[src/hdl/thrl_pkg.sv]
`timescale 1ns / 1ps
// ----------------------------------------------------------------------------
// thrl_pkg
// Record layout, operation codes, result bundle and timestamp check for the
// timestamped history ring log.
// ----------------------------------------------------------------------------
package thrl_pkg;

    localparam logic [1:0] OP_SAVE  = 2'd0;
    localparam logic [1:0] OP_READ  = 2'd1;
    localparam logic [1:0] OP_CLEAR = 2'd2;

    localparam int SLOT_W = 6;

    localparam logic [7:0] YEAR_MAX   = 8'd99;
    localparam logic [7:0] MONTH_MAX  = 8'd12;
    localparam logic [7:0] DAY_MAX    = 8'd31;
    localparam logic [7:0] HOUR_MAX   = 8'd23;
    localparam logic [7:0] MINUTE_MAX = 8'd59;

    typedef struct packed {
        logic [31:0] flow;
        logic [7:0]  year;
        logic [7:0]  month;
        logic [7:0]  day;
        logic [7:0]  hour;
        logic [7:0]  minute;
    } t_rec;

    typedef struct packed {
        logic              done;
        t_rec              rec;
        logic [SLOT_W-1:0] slot;
    } t_res;

    function automatic logic stamp_ok(input t_rec r);
        return (r.year <= YEAR_MAX)
            && (r.month != 8'd0) && (r.month <= MONTH_MAX)
            && (r.day != 8'd0) && (r.day <= DAY_MAX)
            && (r.hour <= HOUR_MAX)
            && (r.minute <= MINUTE_MAX);
    endfunction

endpackage

[src/hdl/thrl_if.sv]
`timescale 1ns / 1ps
// ----------------------------------------------------------------------------
// thrl_if
// Valid/ready channels for log commands and log results.
// ----------------------------------------------------------------------------
interface thrl_in_if;
    logic        valid;
    logic        ready;
    logic [1:0]  op;
    logic [31:0] flow_value;
    logic [7:0]  year_in;
    logic [7:0]  month_in;
    logic [7:0]  day_in;
    logic [7:0]  hour_in;
    logic [7:0]  minute_in;

    modport source (output valid, op, flow_value, year_in, month_in, day_in,
                    hour_in, minute_in, input ready);
    modport sink   (input valid, op, flow_value, year_in, month_in, day_in,
                    hour_in, minute_in, output ready);
endinterface


[src/hdl/thrl_seq.sv]
`timescale 1ns / 1ps
// ----------------------------------------------------------------------------
// thrl_seq
// Command sequencer: fetches one record per cycle during a read scan, runs it
// through the shared flow/timestamp compare and steers memory writes and position updates.
// ----------------------------------------------------------------------------
module thrl_seq
    import thrl_pkg::*;
#(
    parameter int LOG_DEPTH = 64,
    parameter int IDX_W     = 6
) (
    input  logic             i_clk,
    input  logic             i_rst_n,
    thrl_in_if.sink          i_cmd,
    output logic [IDX_W-1:0] o_rd_addr,
    input  t_rec             i_rd_rec,
    output logic             o_wr_en,
    output logic             o_wr_clr,
    output logic [IDX_W-1:0] o_wr_addr,
    output t_rec             o_wr_rec,
    output logic             o_res_vld,
    input  logic             i_res_rdy,
    output t_res             o_res
);

    localparam logic [1:0] ST_IDLE = 2'd0;
    localparam logic [1:0] ST_LOOK = 2'd1;
    localparam logic [1:0] ST_PUSH = 2'd2;

    localparam logic [IDX_W-1:0] LAST_IDX = IDX_W'(LOG_DEPTH - 1);

    logic [1:0]       r_state, n_state;
    logic [IDX_W-1:0] r_wpos, n_wpos;
    logic [IDX_W-1:0] r_rpos, n_rpos;
    logic [IDX_W-1:0] r_idx, n_idx;
    logic [1:0]       r_op;
    t_rec             r_cmd, n_cmd;
    t_res             r_res, n_res;

    logic             accept;
    logic [IDX_W-1:0] idx_inc;
    logic [IDX_W-1:0] wpos_inc;
    logic             flow_hit;
    logic             stamp_hit;

    function automatic logic [SLOT_W-1:0] to_slot(input logic [IDX_W-1:0] idx);
        logic [IDX_W+SLOT_W-1:0] ext;
        ext = {{SLOT_W{1'b0}}, idx};
        return ext[SLOT_W-1:0];
    endfunction

    assign accept    = i_cmd.valid && i_cmd.ready;
    assign i_cmd.ready = (r_state == ST_IDLE);

    assign idx_inc   = (r_idx == LAST_IDX) ? '0 : r_idx + 1'b1;
    assign wpos_inc  = (r_wpos == LAST_IDX) ? '0 : r_wpos + 1'b1;

    // shared compare unit on the record fetched for r_idx
    assign flow_hit  = (i_rd_rec.flow == r_cmd.flow);
    assign stamp_hit = stamp_ok(i_rd_rec);

    always_comb begin
        n_state   = r_state;
        n_wpos    = r_wpos;
        n_rpos    = r_rpos;
        n_idx     = r_idx;
        n_cmd     = r_cmd;
        n_res     = r_res;
        o_rd_addr = r_idx;
        o_wr_en   = 1'b0;
        o_wr_clr  = 1'b0;
        o_wr_addr = r_rpos;
        o_wr_rec  = r_cmd;

        unique case (r_state)
            ST_IDLE: begin
                o_rd_addr = (i_cmd.op == OP_SAVE) ? r_wpos : r_rpos;
                if (accept) begin
                    n_idx      = o_rd_addr;
                    n_cmd.flow   = i_cmd.flow_value;
                    n_cmd.year   = i_cmd.year_in;
                    n_cmd.month  = i_cmd.month_in;
                    n_cmd.day    = i_cmd.day_in;
                    n_cmd.hour   = i_cmd.hour_in;
                    n_cmd.minute = i_cmd.minute_in;
                    n_state    = ST_LOOK;
                end
            end
            ST_LOOK: begin
                n_res   = '0;
                n_state = ST_PUSH;
                unique case (r_op)
                    OP_SAVE: begin
                        if (!flow_hit) begin
                            o_wr_en        = 1'b1;
                            o_wr_addr      = wpos_inc;
                            n_wpos         = wpos_inc;
                            n_res.done     = 1'b1;
                            n_res.slot     = to_slot(wpos_inc);
                        end
                    end
                    OP_READ: begin
                        if (stamp_hit) begin
                            n_rpos     = r_idx;
                            n_res.done = 1'b1;
                            n_res.rec  = i_rd_rec;
                            n_res.slot = to_slot(r_idx);
                        end else if (r_idx != r_wpos) begin
                            // advance the scan, fetching the next slot
                            n_idx     = idx_inc;
                            o_rd_addr = idx_inc;
                            n_state   = ST_LOOK;
                        end
                    end
                    OP_CLEAR: begin
                        o_wr_clr   = 1'b1;
                        n_res.done = 1'b1;
                        n_res.slot = to_slot(r_rpos);
                    end
                    default: begin
                    end
                endcase
            end
            ST_PUSH: begin
                if (i_res_rdy) begin
                    n_state = ST_IDLE;
                end
            end
            default: begin
                n_state = ST_IDLE;
            end
        endcase
    end

    assign o_res_vld = (r_state == ST_PUSH);
    assign o_res     = r_res;

    always_ff @(posedge i_clk) begin
        if (!i_rst_n) begin
            r_state <= ST_IDLE;
            r_wpos  <= '0;
            r_rpos  <= '0;
        end else begin
            r_state <= n_state;
            r_wpos  <= n_wpos;
            r_rpos  <= n_rpos;
        end
    end

    always_ff @(posedge i_clk) begin
        r_idx <= n_idx;
        r_cmd <= n_cmd;
        r_res <= n_res;
        if (accept) begin
            r_op <= i_cmd.op;
        end
    end

endmodule

[src/flat_wrapper.sv]
// flat-port wrapper written by rule: the top's interface ports become plain ports
module thrl_seq_flat import thrl_pkg::*;
#(
    parameter int LOG_DEPTH = 64,
    parameter int IDX_W     = 6
)
  (i_clk, i_rst_n, o_rd_addr, i_rd_rec, o_wr_en, o_wr_clr, o_wr_addr, o_wr_rec, o_res_vld, i_res_rdy, o_res, i_cmd_valid, i_cmd_op, i_cmd_flow_value, i_cmd_year_in, i_cmd_month_in, i_cmd_day_in, i_cmd_hour_in, i_cmd_minute_in, i_cmd_ready);
  thrl_in_if i_cmd_i ();
  input  logic i_clk;
  input  logic i_rst_n;
  output logic [IDX_W-1:0] o_rd_addr;
  input  t_rec i_rd_rec;
  output logic o_wr_en;
  output logic o_wr_clr;
  output logic [IDX_W-1:0] o_wr_addr;
  output t_rec o_wr_rec;
  output logic o_res_vld;
  input  logic i_res_rdy;
  output t_res o_res;
  input wire logic [$bits(i_cmd_i.valid)-1:0] i_cmd_valid;
  input wire logic [$bits(i_cmd_i.op)-1:0] i_cmd_op;
  input wire logic [$bits(i_cmd_i.flow_value)-1:0] i_cmd_flow_value;
  input wire logic [$bits(i_cmd_i.year_in)-1:0] i_cmd_year_in;
  input wire logic [$bits(i_cmd_i.month_in)-1:0] i_cmd_month_in;
  input wire logic [$bits(i_cmd_i.day_in)-1:0] i_cmd_day_in;
  input wire logic [$bits(i_cmd_i.hour_in)-1:0] i_cmd_hour_in;
  input wire logic [$bits(i_cmd_i.minute_in)-1:0] i_cmd_minute_in;
  output wire logic [$bits(i_cmd_i.ready)-1:0] i_cmd_ready;
  assign i_cmd_i.valid = i_cmd_valid;
  assign i_cmd_i.op = i_cmd_op;
  assign i_cmd_i.flow_value = i_cmd_flow_value;
  assign i_cmd_i.year_in = i_cmd_year_in;
  assign i_cmd_i.month_in = i_cmd_month_in;
  assign i_cmd_i.day_in = i_cmd_day_in;
  assign i_cmd_i.hour_in = i_cmd_hour_in;
  assign i_cmd_i.minute_in = i_cmd_minute_in;
  assign i_cmd_ready = i_cmd_i.ready;
  thrl_seq #(.LOG_DEPTH(LOG_DEPTH), .IDX_W(IDX_W)) u_core (.i_clk(i_clk), .i_rst_n(i_rst_n), .i_cmd(i_cmd_i), .o_rd_addr(o_rd_addr), .i_rd_rec(i_rd_rec), .o_wr_en(o_wr_en), .o_wr_clr(o_wr_clr), .o_wr_addr(o_wr_addr), .o_wr_rec(o_wr_rec), .o_res_vld(o_res_vld), .i_res_rdy(i_res_rdy), .o_res(o_res));
endmodule
[config.mk]
export PLATFORM = sky130hd
export DESIGN_NAME = thrl_seq_flat
export DESIGN_NICKNAME = d
export VERILOG_FILES = /design/src/hdl/thrl_pkg.sv /design/src/hdl/thrl_if.sv /design/src/hdl/thrl_seq.sv /design/src/flat_wrapper.sv
export SDC_FILE = /design/constraint.sdc
export NUM_CORES = 1
export LEC_CHECK = 0
export BUFFER_PORTS_ARGS = -buffer_cell sky130_fd_sc_hd__buf_2
export CORE_UTILIZATION = 35
export CTS_BUF_LIST = sky130_fd_sc_hd__clkbuf_2
export DETAILED_ROUTE_END_ITERATION = 8
export PLACE_DENSITY_LB_ADDON = 0.05
export SLEW_MARGIN = 20
export SYNTH_ARGS = -nofsm -noshare
export SYNTH_HDL_FRONTEND = slang
export SYNTH_SLANG_ARGS = --single-unit
[constraint.sdc]
create_clock -name i_clk -period 4.7 [get_ports i_clk]
set_input_delay 0.705 -clock i_clk [delete_from_list [all_inputs] [get_ports i_clk]]
set_output_delay 0.705 -clock i_clk [all_outputs]
set_load 0.02 [all_outputs]
==> flow_metrics.tcl, run 1 <==
set metrics [dict create \
    synth_top_cell_by_area "edfxtp_1" \
    startpoint "u_core.r_state[0]" \
    antenna_found_initial 3 \
    worstSetupEndpointType "output port" \
    ys_async_sr_fraction 0 \
    path_max_fanout 19 \
    vias 5202 \
    die_w_um 144.9 \
    grt_use_total 0.1807 \
    syn_to_final_growth_pct 31.12 \
    setup_viol 0 \
    status "complete, no violations" \
    die-area_um2 21000 \
    yosys.cell_types.count 56 \
    fillCellCount 1825 \
    die_h_um 144.9 \
    p_per_area_nw_per_um2 329.5 \
    yosysTopAreaCellShare 0.6678 \
    cts_buffer_depth 2 \
    cts_buffers 17 \
    layout-drive-gt1-share 0.4456 \
    detailed_place_hpwl_mm 14.25 \
    syn-cell-area_um2 7149 \
    slowest_delay_ns 0.56 \
    layout_commonest_cell "buf_2" \
    initial_core_util 0.3626 \
    fp.coreArea_um2 19720 \
    r2r-end "u_core.r_wpos[2]" \
    drc_errors 0 \
    period_share 0.8298 \
    vias_per_cell 4.712 \
    crit_slowest_cell "dfxtp_1" \
    vdd_drop_max_v 0.0002090 \
    slew_viol_final 0 \
    port_buffers 316 \
    relSlewSlack 0.3083 \
    grt_setup_unrepaired "no" \
    overflow 0 \
    clk_latency_ns 0.72 \
    post_drt_wl_per_cell_um 17.22 \
    routed_wl_mm 19.01 \
    layout.nets 976 \
    drt_iter0_markers 247 \
    syn_inst 488 \
    gp_congestion 0.8638 \
    crit-reg2reg-launch "u_core.r_state[0]" \
    rrSetupSlack_ns 1.35 \
    dr.pass1.iters 5 \
    min_path_type "input port to flip-flop" \
    clock_skew_ns 0.03725 \
    seqCellArea_um2 5055 \
    total_leakage_power_nw 3.922 \
    synth_edf_count 159 \
    clkTransAtPathRegs_ns 0.28 \
    hold_viol_final 0 \
    grt_max_degree 75 \
    clockRootBuffer "clkbuf_2" \
    postCtsSetupRepairBufs 0 \
    multi_input_area_um2 2009 \
    fin_tns_setup_ns 0 \
    synth_seq_cells 173 \
    io_pins 317 \
    h-tree-depth 4 \
    setup_ws_ns 0.8001 \
    place_ws_ns 1.322 \
    power_mw 3.089 \
    ys.flop_type "edfxtp_1" \
    synth_warnings 0 \
    rows 51 \
    fmax_mhz 256.4 \
    final_cell_mix "buf_2, edfxtp_1, and2_1" \
    crit_chain "nand2b_1, nor3_1, a21boi_1, buf_4, mux2_2, buf_2" \
    grt_pass1_vias 5300 \
    drv_cap 0 \
    clkSinkCount 173 \
    hold_depth 1 \
    cts_tree "built" \
    worst_slew_pin_slew_ns 1.038 \
    required_ns 3.99 \
    hold_start "i_cmd_minute_in[1]" \
    arrival_ns 3.19 \
    grt_pass1_wl_mm 28.92 \
    syn_area_per_cell_um2 14.65 \
    ys_seq_area_frac 0.7070 \
    start_kind "flip-flop" \
    min_period_ns 3.900 \
    hold_end "u_core.o_wr_rec[1]" \
    synth_area_leaders "edfxtp_1, and2_1, xnor2_1" \
    ant_nets 0 \
    critical_path_class "flip-flop to output port" \
    r2r_cells 6 \
]
## registers in the layout, indices dropped and copies added (netlist names)
name             flops
u_core.r_idx         6
u_core.o_wr_rec     72
u_core.r_state       2
u_core.r_op          2
u_core.r_rpos        6
u_core.o_res        79
u_core.r_wpos        6
## power breakdown
group	switching [mW]	internal [mW]	total [mW]
clock network	0.570	0.169	0.739
registers	0.0569	1.81	1.86
logic	0.317	0.170	0.487
## synth_stat cells (all sizes together), types with 3 or more instances
master and count:
edfxtp 159, and2 61, xnor2 39, nand2 30, clkbuf 22, nand4 18, dfxtp 14, nor2 12
nor3 11, o21ai 11, nand3 10, mux2i 9, mux2 8, a21o 7, a22o 6, nor4 6
and3 5, buf 5, inv 5, a211oi 4, a21oi 4, nand2b 4, o31ai 4, nor2b 3
o311ai 3, or3 3, or4 3
## per-layer routing
| layer | part of all wire | global-route usage | vias up |
|---|---|---|---|
| met1 | 0.38 | 0.1988 | 2431 |
| met5 | 0.00074 | 0 | - |
| met4 | 0.021 | 0.06330 | 2 |
| li1 | - | - | 2478 |
| met2 | 0.50 | 0.3108 | 266 |
| met3 | 0.097 | 0.07610 | 25 |
## critical path, delay by kind of cell, from the launching register on
kind,cells,cell delay [ns]
AO/OA/AOI/OAI,1,0.21
buffers and inverters,2,0.38
flip-flops,1,0.56
multiplexers,1,0.38
AND/OR/NAND/NOR,2,0.93
## layout make-up
class	count	area share
multi-input cells	295	0.2144
repair buffers	332	0.1845
clock buffers	19	0.01014
well taps	265	0.03537
diodes	2	0.0005339
clock inverters	13	0.01375
flip-flops and latches	173	0.5392
inverters	5	0.002136
## how the worst max path moves through the flow
stage | endpoint | slack, ns | depth (start not counted)
floorplan | o_rd_addr[3] | 0.04 | 7
global placement | o_rd_addr[0] | 1.40 | 7
detailed placement | u_core.r_wpos[2] | 1.32 | 6
CTS | o_wr_addr[4] | 0.72 | 6
global route | o_wr_addr[4] | 0.46 | 6
finish | o_wr_addr[4] | 0.80 | 6
## kinds of logic (layout without fill, tap and decap cells)
group | count (synthesis) | count (layout) | synth area share
compound gates | 57 | 57 | 0.06021
mux | 17 | 17 | 0.02520
flops | 173 | 173 | 0.7070
xor+xnor | 40 | 40 | 0.04900
fa+ha+maj | 2 | 2 | 0.003500
other cells | 1 | 15 | 0.0005245
simple gates | 166 | 166 | 0.1360
buf+inv | 32 | 369 | 0.01855
## timing repair
item                      in CTS  in global routing
hold endpoints to repair       0                 11
resized for setup              0                  0
hold buffers                   0                 11
## per-stage QoR
step                      utilization  std cells  hold slack, ns  area [um2]
after floorplan                     -        500          0.4575        7194
final                          0.4754       1104          0.1319        9374
after global routing           0.4754       1104       0.0002961        9374
after detailed placement       0.4582       1059          0.4851        9035
after global placement         0.4582       1059          0.4803        9035
after CTS                      0.4696       1091         0.02067        9259
No activity file was read; power rests on OpenSTA's default activity.
==> run 2, diff against run 1 <==
Settings changed: ABC_AREA set to 1.
Clock period 4.7 ns to 4 ns, I/O delays scaled along.
==> run 2 against run 1 <==
Compared with the run above: worst setup slack got worse by 0.16 ns; worst hold slack got worse by 0.023 ns; register-to-register slack improved by 0.36 ns; non-clock buffer count rose by 62; utilization rose by 1.9 points; clock skew rose by 0.0094 ns.
==> flow_metrics.tcl, run 2 <==
set metrics [dict create \
    synth_area_leaders "edfxtp_1, nand2_1, inv_1" \
    min_path_type "input port to flip-flop" \
    dr.pass1.iters 6 \
    placed_cells_incl_taps 1263 \
    arrival_ns 2.76 \
    largest_reg_flops 79 \
    instances_no_fill 1372 \
    clock_skew_ns 0.04661 \
    clkSinkCount 173 \
    initial_core_util 0.3557 \
    ys_async_sr_fraction 0 \
    synth.top_cells.by_count "edfxtp_1, nand2_1, inv_1, nor2_1, nor2_2" \
    detailed_place_hpwl_mm 14.65 \
    ys.flop_type "edfxtp_1" \
    synth_edf_count 159 \
    synth_top_cell_by_area "edfxtp_1" \
    routed_wl_mm 19.86 \
    status "complete, no violations" \
    io_pins 317 \
    drt_iter0_markers 246 \
    port_buffers 316 \
    cts_resized 0 \
    vias_per_cell 4.349 \
    ys_seq_area_frac 0.6781 \
    layout-drive-gt1-share 0.3821 \
    clkTransAtPathRegs_ns 0.28 \
    clk_latency_ns 0.73 \
    syn_to_final_growth_pct 39.06 \
    h-tree-depth 4 \
    post_drt_wl_per_cell_um 14.47 \
    syn_inst 670 \
    p_per_area_nw_per_um2 361.1 \
    cts_tree "built" \
    yosys.cell_types.count 31 \
    final_area_um2 10370 \
    fmax_mhz 297.2 \
    synth_warnings 0 \
    ant_nets 0 \
    grt_setup_unrepaired "no" \
    overflow 0 \
    synth_seq_cells 173 \
    final_cell_mix "buf_2, edfxtp_1, nand2_1" \
    grt_max_degree 63 \
    total_leakage_power_nw 4.706 \
    critical_path_class "flip-flop to output port" \
    drv_cap 0 \
    die_w_um 147.9 \
    die-area_um2 21890 \
    grt_use_total 0.1836 \
    cts_buffer_depth 2 \
    vias 5967 \
    setup_viol 0 \
    clockRootBuffer "clkbuf_2" \
    syn-cell-area_um2 7455 \
    hold_viol_final 0 \
    path_max_fanout 14 \
    worst_slew_pin_slew_ns 0.8937 \
    start_kind "flip-flop" \
    syn_area_per_cell_um2 11.13 \
    required_ns 3.40 \
    layout.nets 1233 \
    yosysTopAreaCellShare 0.6405 \
    layout_commonest_cell "buf_2" \
    vdd_drop_max_v 0.0001926 \
    cts_buffers 17 \
    rows 53 \
    relSlewSlack 0.4020 \
    grt_pass1_wl_mm 30.18 \
    yosysMostFrequentCell "edfxtp_1" \
    worstSetupEndpointType "output port" \
    fillCellCount 2022 \
    fin_tns_setup_ns 0 \
    antenna_found_initial 2 \
    die_h_um 147.9 \
    period_share 0.8412 \
    dpl-instance-area_um2 9398 \
    gp_congestion 0.8430 \
    fp.coreArea_um2 20960 \
    grt_pass1_vias 5808 \
    drc_errors 0 \
    min_period_ns 3.365 \
    slew_viol_final 0 \
]
## run 2: routing by layer
layer / routed length [um] / up-vias / global-route usage
li1: - / 3014 / -
met5: 0 / - / 0
met1: 7971 / 2669 / 0.2123
met3: 1896 / 29 / 0.07160
met2: 9576 / 255 / 0.3073
met4: 413 / 0 / 0.06804
## run 2: logic make-up (layout without fill, tap and decap cells)
logic type,Yosys count,in the layout,share of synthesized area
buffers and inverters,131,543,0.07318
flip-flops,173,173,0.6781
AND/OR/NAND/NOR,292,292,0.1828
adder cells (fa/ha/maj),2,2,0.003356
AO/OA/AOI/OAI,51,51,0.03860
XOR/XNOR,20,20,0.02350
other,1,16,0.0005030
## run 2: metrics by stage
stage               total power [mW]  utilization  hold slack (ns)  worst slack (ns)
floorplan                      2.583            -           0.4638           0.03902
global placement               2.854       0.4485           0.5249             1.119
detailed placement             2.855       0.4485           0.5345             1.089
CTS                            3.806       0.4943          0.01282            0.4816
global route                   3.937       0.4944          0.01954            0.2092
finish                         3.743       0.4947           0.1085            0.6352
## run 2: timing repair
| action | CTS | global route |
|---|---|---|
| hold endpoints to repair | 74 | 0 |
| hold buffers | 74 | 0 |
| buffers inserted | 0 | 0 |
## run 2: critical path, stage by stage (launching register included)
cell and delay (ns):
edfxtp_1 0.48, inv_1 0.08, nand2_1 0.05, nand2_1 0.05
nand2_1 0.06, nor2_1 0.17, nand2_1 0.09, nor2_1 0.16
nand2_2 0.20, nand3_2 0.19, inv_2 0.10, o21ai_1 0.20
buf_2 0.21
## run 2: cell type report
type	count	area [um2]	area share
timing repair buffer	394	2377	0.2293
antenna	3	7.507	0.0007242
clock inverter	14	130.1	0.01255
clock buffer	18	90.09	0.008690
sequential	173	5055	0.4876
multi-input combinational	378	1923	0.1855
inverter	117	439.2	0.04237
tap	275	344.1	0.03319
## run 2: path summary, 6_finish.rpt
check / from / to / slack, ns / cells after the start
hold reg to reg: u_core.r_wpos[4] / u_core.r_wpos[4] / 0.56 / 2
hold / removal: i_res_rdy / u_core.r_state[1] / 0.11 / 4
setup / recovery: u_core.o_wr_rec[61] / o_wr_addr[2] / 0.64 / 12
setup reg to reg: u_core.r_state[0] / u_core.o_res[2] / 1.71 / 3
## run 2: where the power goes
group / internal, mW / switching [mW] / total, mW
Sequential: 2.13 / 0.0576 / 2.19
Clock: 0.192 / 0.688 / 0.880
Combinational: 0.243 / 0.431 / 0.675
Total: 2.57 / 1.18 / 3.74
==> run 3, diff against run 2 <==
Clock period 4 ns to 3.45 ns, I/O delays scaled along.
==> run 3 against run 2 <==
Compared with the run above: worst setup slack lost 0.31 ns; critical path depth unchanged; clock-buffer cell count increased by 1; via count is 1.8% higher; global-route usage increased by 0.26 points; sequential share of layout area fell by 1.5 points; combinational power increased by 20%; worst hold slack got worse by 0.023 ns; largest power group unchanged; highest routed layer is now met5.
==> flow_metrics.tcl, run 3 (synthesized netlist as in run 2, its figures left out) <==
set metrics [dict create \
    arrival_ns 2.60 \
    clk_latency_ns 0.76 \
    hold_start "i_rst_n" \
    gp_congestion 0.8537 \
    required_ns 2.93 \
    start_kind "flip-flop" \
    detailed_place_hpwl_mm 14.80 \
    io_pins 317 \
    antenna_found_initial 2 \
    status "complete, no violations" \
    power_mw 4.451 \
    h-tree-depth 4 \
    largest_reg_flops 79 \
    hold_end "u_core.r_rpos[3]" \
    path_max_fanout 14 \
    crit-reg2reg-launch "u_core.r_state[0]" \
    routed_wl_mm 20.19 \
    worst_slew_pin_slew_ns 0.9022 \
    drc_errors 0 \
    total_leakage_power_nw 4.857 \
    port_buffers 316 \
    power_frac_seq 0.570 \
    grt_use_total 0.1862 \
    clockRootBuffer "clkbuf_2" \
    grt_max_degree 75 \
    die_h_um 147.9 \
    swShare 0.3091 \
    layout_commonest_cell "buf_2" \
    worstSetupEndpointType "output port" \
    vdd_drop_max_v 0.0002361 \
    slew_viol_final 0 \
    grt_setup_unrepaired "no" \
    p_per_area_nw_per_um2 416.5 \
    cts_tree "built" \
    vias_per_cell 4.340 \
    relSlewSlack 0.3979 \
    min_path_type "input port to flip-flop" \
    r2r-end "u_core.o_res[26]" \
    die_w_um 147.9 \
    r2r_cells 3 \
    hold_viol_final 0 \
    pwr-share-clk 0.248 \
    dpl-instance-area_um2 9400 \
    min_period_ns 3.121 \
    overflow 0 \
    place_ws_ns 0.6626 \
    critical_path_class "flip-flop to output port" \
    grt_pass1_wl_mm 30.83 \
    layout.nets 1262 \
    dr.pass1.iters 7 \
    drv_cap 0 \
    fmax_mhz 320.4 \
    period_share 0.9046 \
    initial_core_util 0.3557 \
    rows 53 \
    rrSetupSlack_ns 1.21 \
    layout-drive-gt1-share 0.3793 \
    clock_skew_ns 0.05759 \
    cts_buffers 17 \
    fin_tns_setup_ns 0 \
    final_cell_mix "buf_2, edfxtp_1, nand2_1" \
    p_int_mw 3.076 \
    hold_depth 3 \
    ant_nets 0 \
    clkSinkCount 173 \
    hold_ws_ns 0.08574 \
    p_sw_mw 1.376 \
    comb_power_share 0.182 \
    clkTransAtPathRegs_ns 0.29 \
    grt_pass1_vias 5996 \
    final_area_um2 10690 \
    post_drt_wl_per_cell_um 14.42 \
    fp.coreArea_um2 20960 \
    setup_viol 0 \
    cts_buffer_depth 2 \
    syn_to_final_growth_pct 43.35 \
    die-area_um2 21890 \
    drt_iter0_markers 236 \
    setup_ws_ns 0.3293 \
    vias 6076 \
]
-- run 3: cell types whose count changed in the layout (fill, tap and decap cells not counted), sizes merged, moves of 2 or more --
cell         change
dlygate4sd3     +26
buf              +2
clkinv           +2
clkinvlp         -2
inv              -2
-- run 3: power groups by stage --
stage | clock network [mW] | registers, mW | logic [mW]
5_1_grt | 1.22 | 2.56 | 0.884
3_5_place_dp | 0 | 2.59 | 0.728
2_1_floorplan | 0 | 2.76 | 0.235
3_3_place_gp | 0 | 2.58 | 0.726
6_report | 1.10 | 2.54 | 0.811
4_1_cts | 1.15 | 2.54 | 0.814
-- run 3: area by class of cell --
class | count | area [um2]
fillers | 1960 | 10270
flip-flops and latches | 173 | 5055
repair buffers | 422 | 2640
multi-input cells | 379 | 1953
inverters | 117 | 439.2
well taps | 275 | 344.1
clock inverters | 13 | 155.1
clock buffers | 19 | 95.09
diodes | 2 | 5.005
-- run 3: repair_timing --
action                     4_1_cts  5_1_grt
hold endpoints to repair        96        4
setup endpoints to repair        1       11
resized for setup                1        5
cloned                           0        1
setup buffers                    0        0
pin swaps                        0        2
hold buffers                    96        4
-- run 3: how the worst max path moves through the flow --
stage                         from           end  cells past startpoint
2_1_floorplan    u_core.r_state[1]  o_wr_addr[0]                      5
3_3_place_gp          i_rd_rec[60]  o_wr_addr[2]                     13
3_5_place_dp          i_rd_rec[61]  o_wr_addr[2]                     13
4_1_cts          u_core.r_state[0]  o_rd_addr[1]                      7
5_1_grt        u_core.o_wr_rec[61]  o_wr_addr[2]                     12
6_report       u_core.o_wr_rec[61]  o_wr_addr[2]                     12
-- run 3: metal layers --
metal	routed length, um	GRT usage
met4	380	0.06701
met2	9807	0.3205
met3	1807	0.06420
met1	8176	0.2140
met5	17	0
-- run 3: worst max-delay path: stages (launching register included) --
cell and delay, ns:
edfxtp_1 0.48, inv_1 0.07, nand2_1 0.05, nand2_1 0.05, nand2_1 0.06, nor2_1 0.15, nand2_1 0.10, nor2_2 0.16
nand2_4 0.14, nand3_4 0.12, inv_2 0.10, o21ai_2 0.19, buf_2 0.21
-- run 3: metrics by stage --
step	std cells	utilization
2_1_floorplan	682	-
3_3_place_gp	1265	0.4486
3_5_place_dp	1265	0.4486
4_1_cts	1393	0.5066
5_1_grt	1400	0.5100
6_report	1400	0.5100
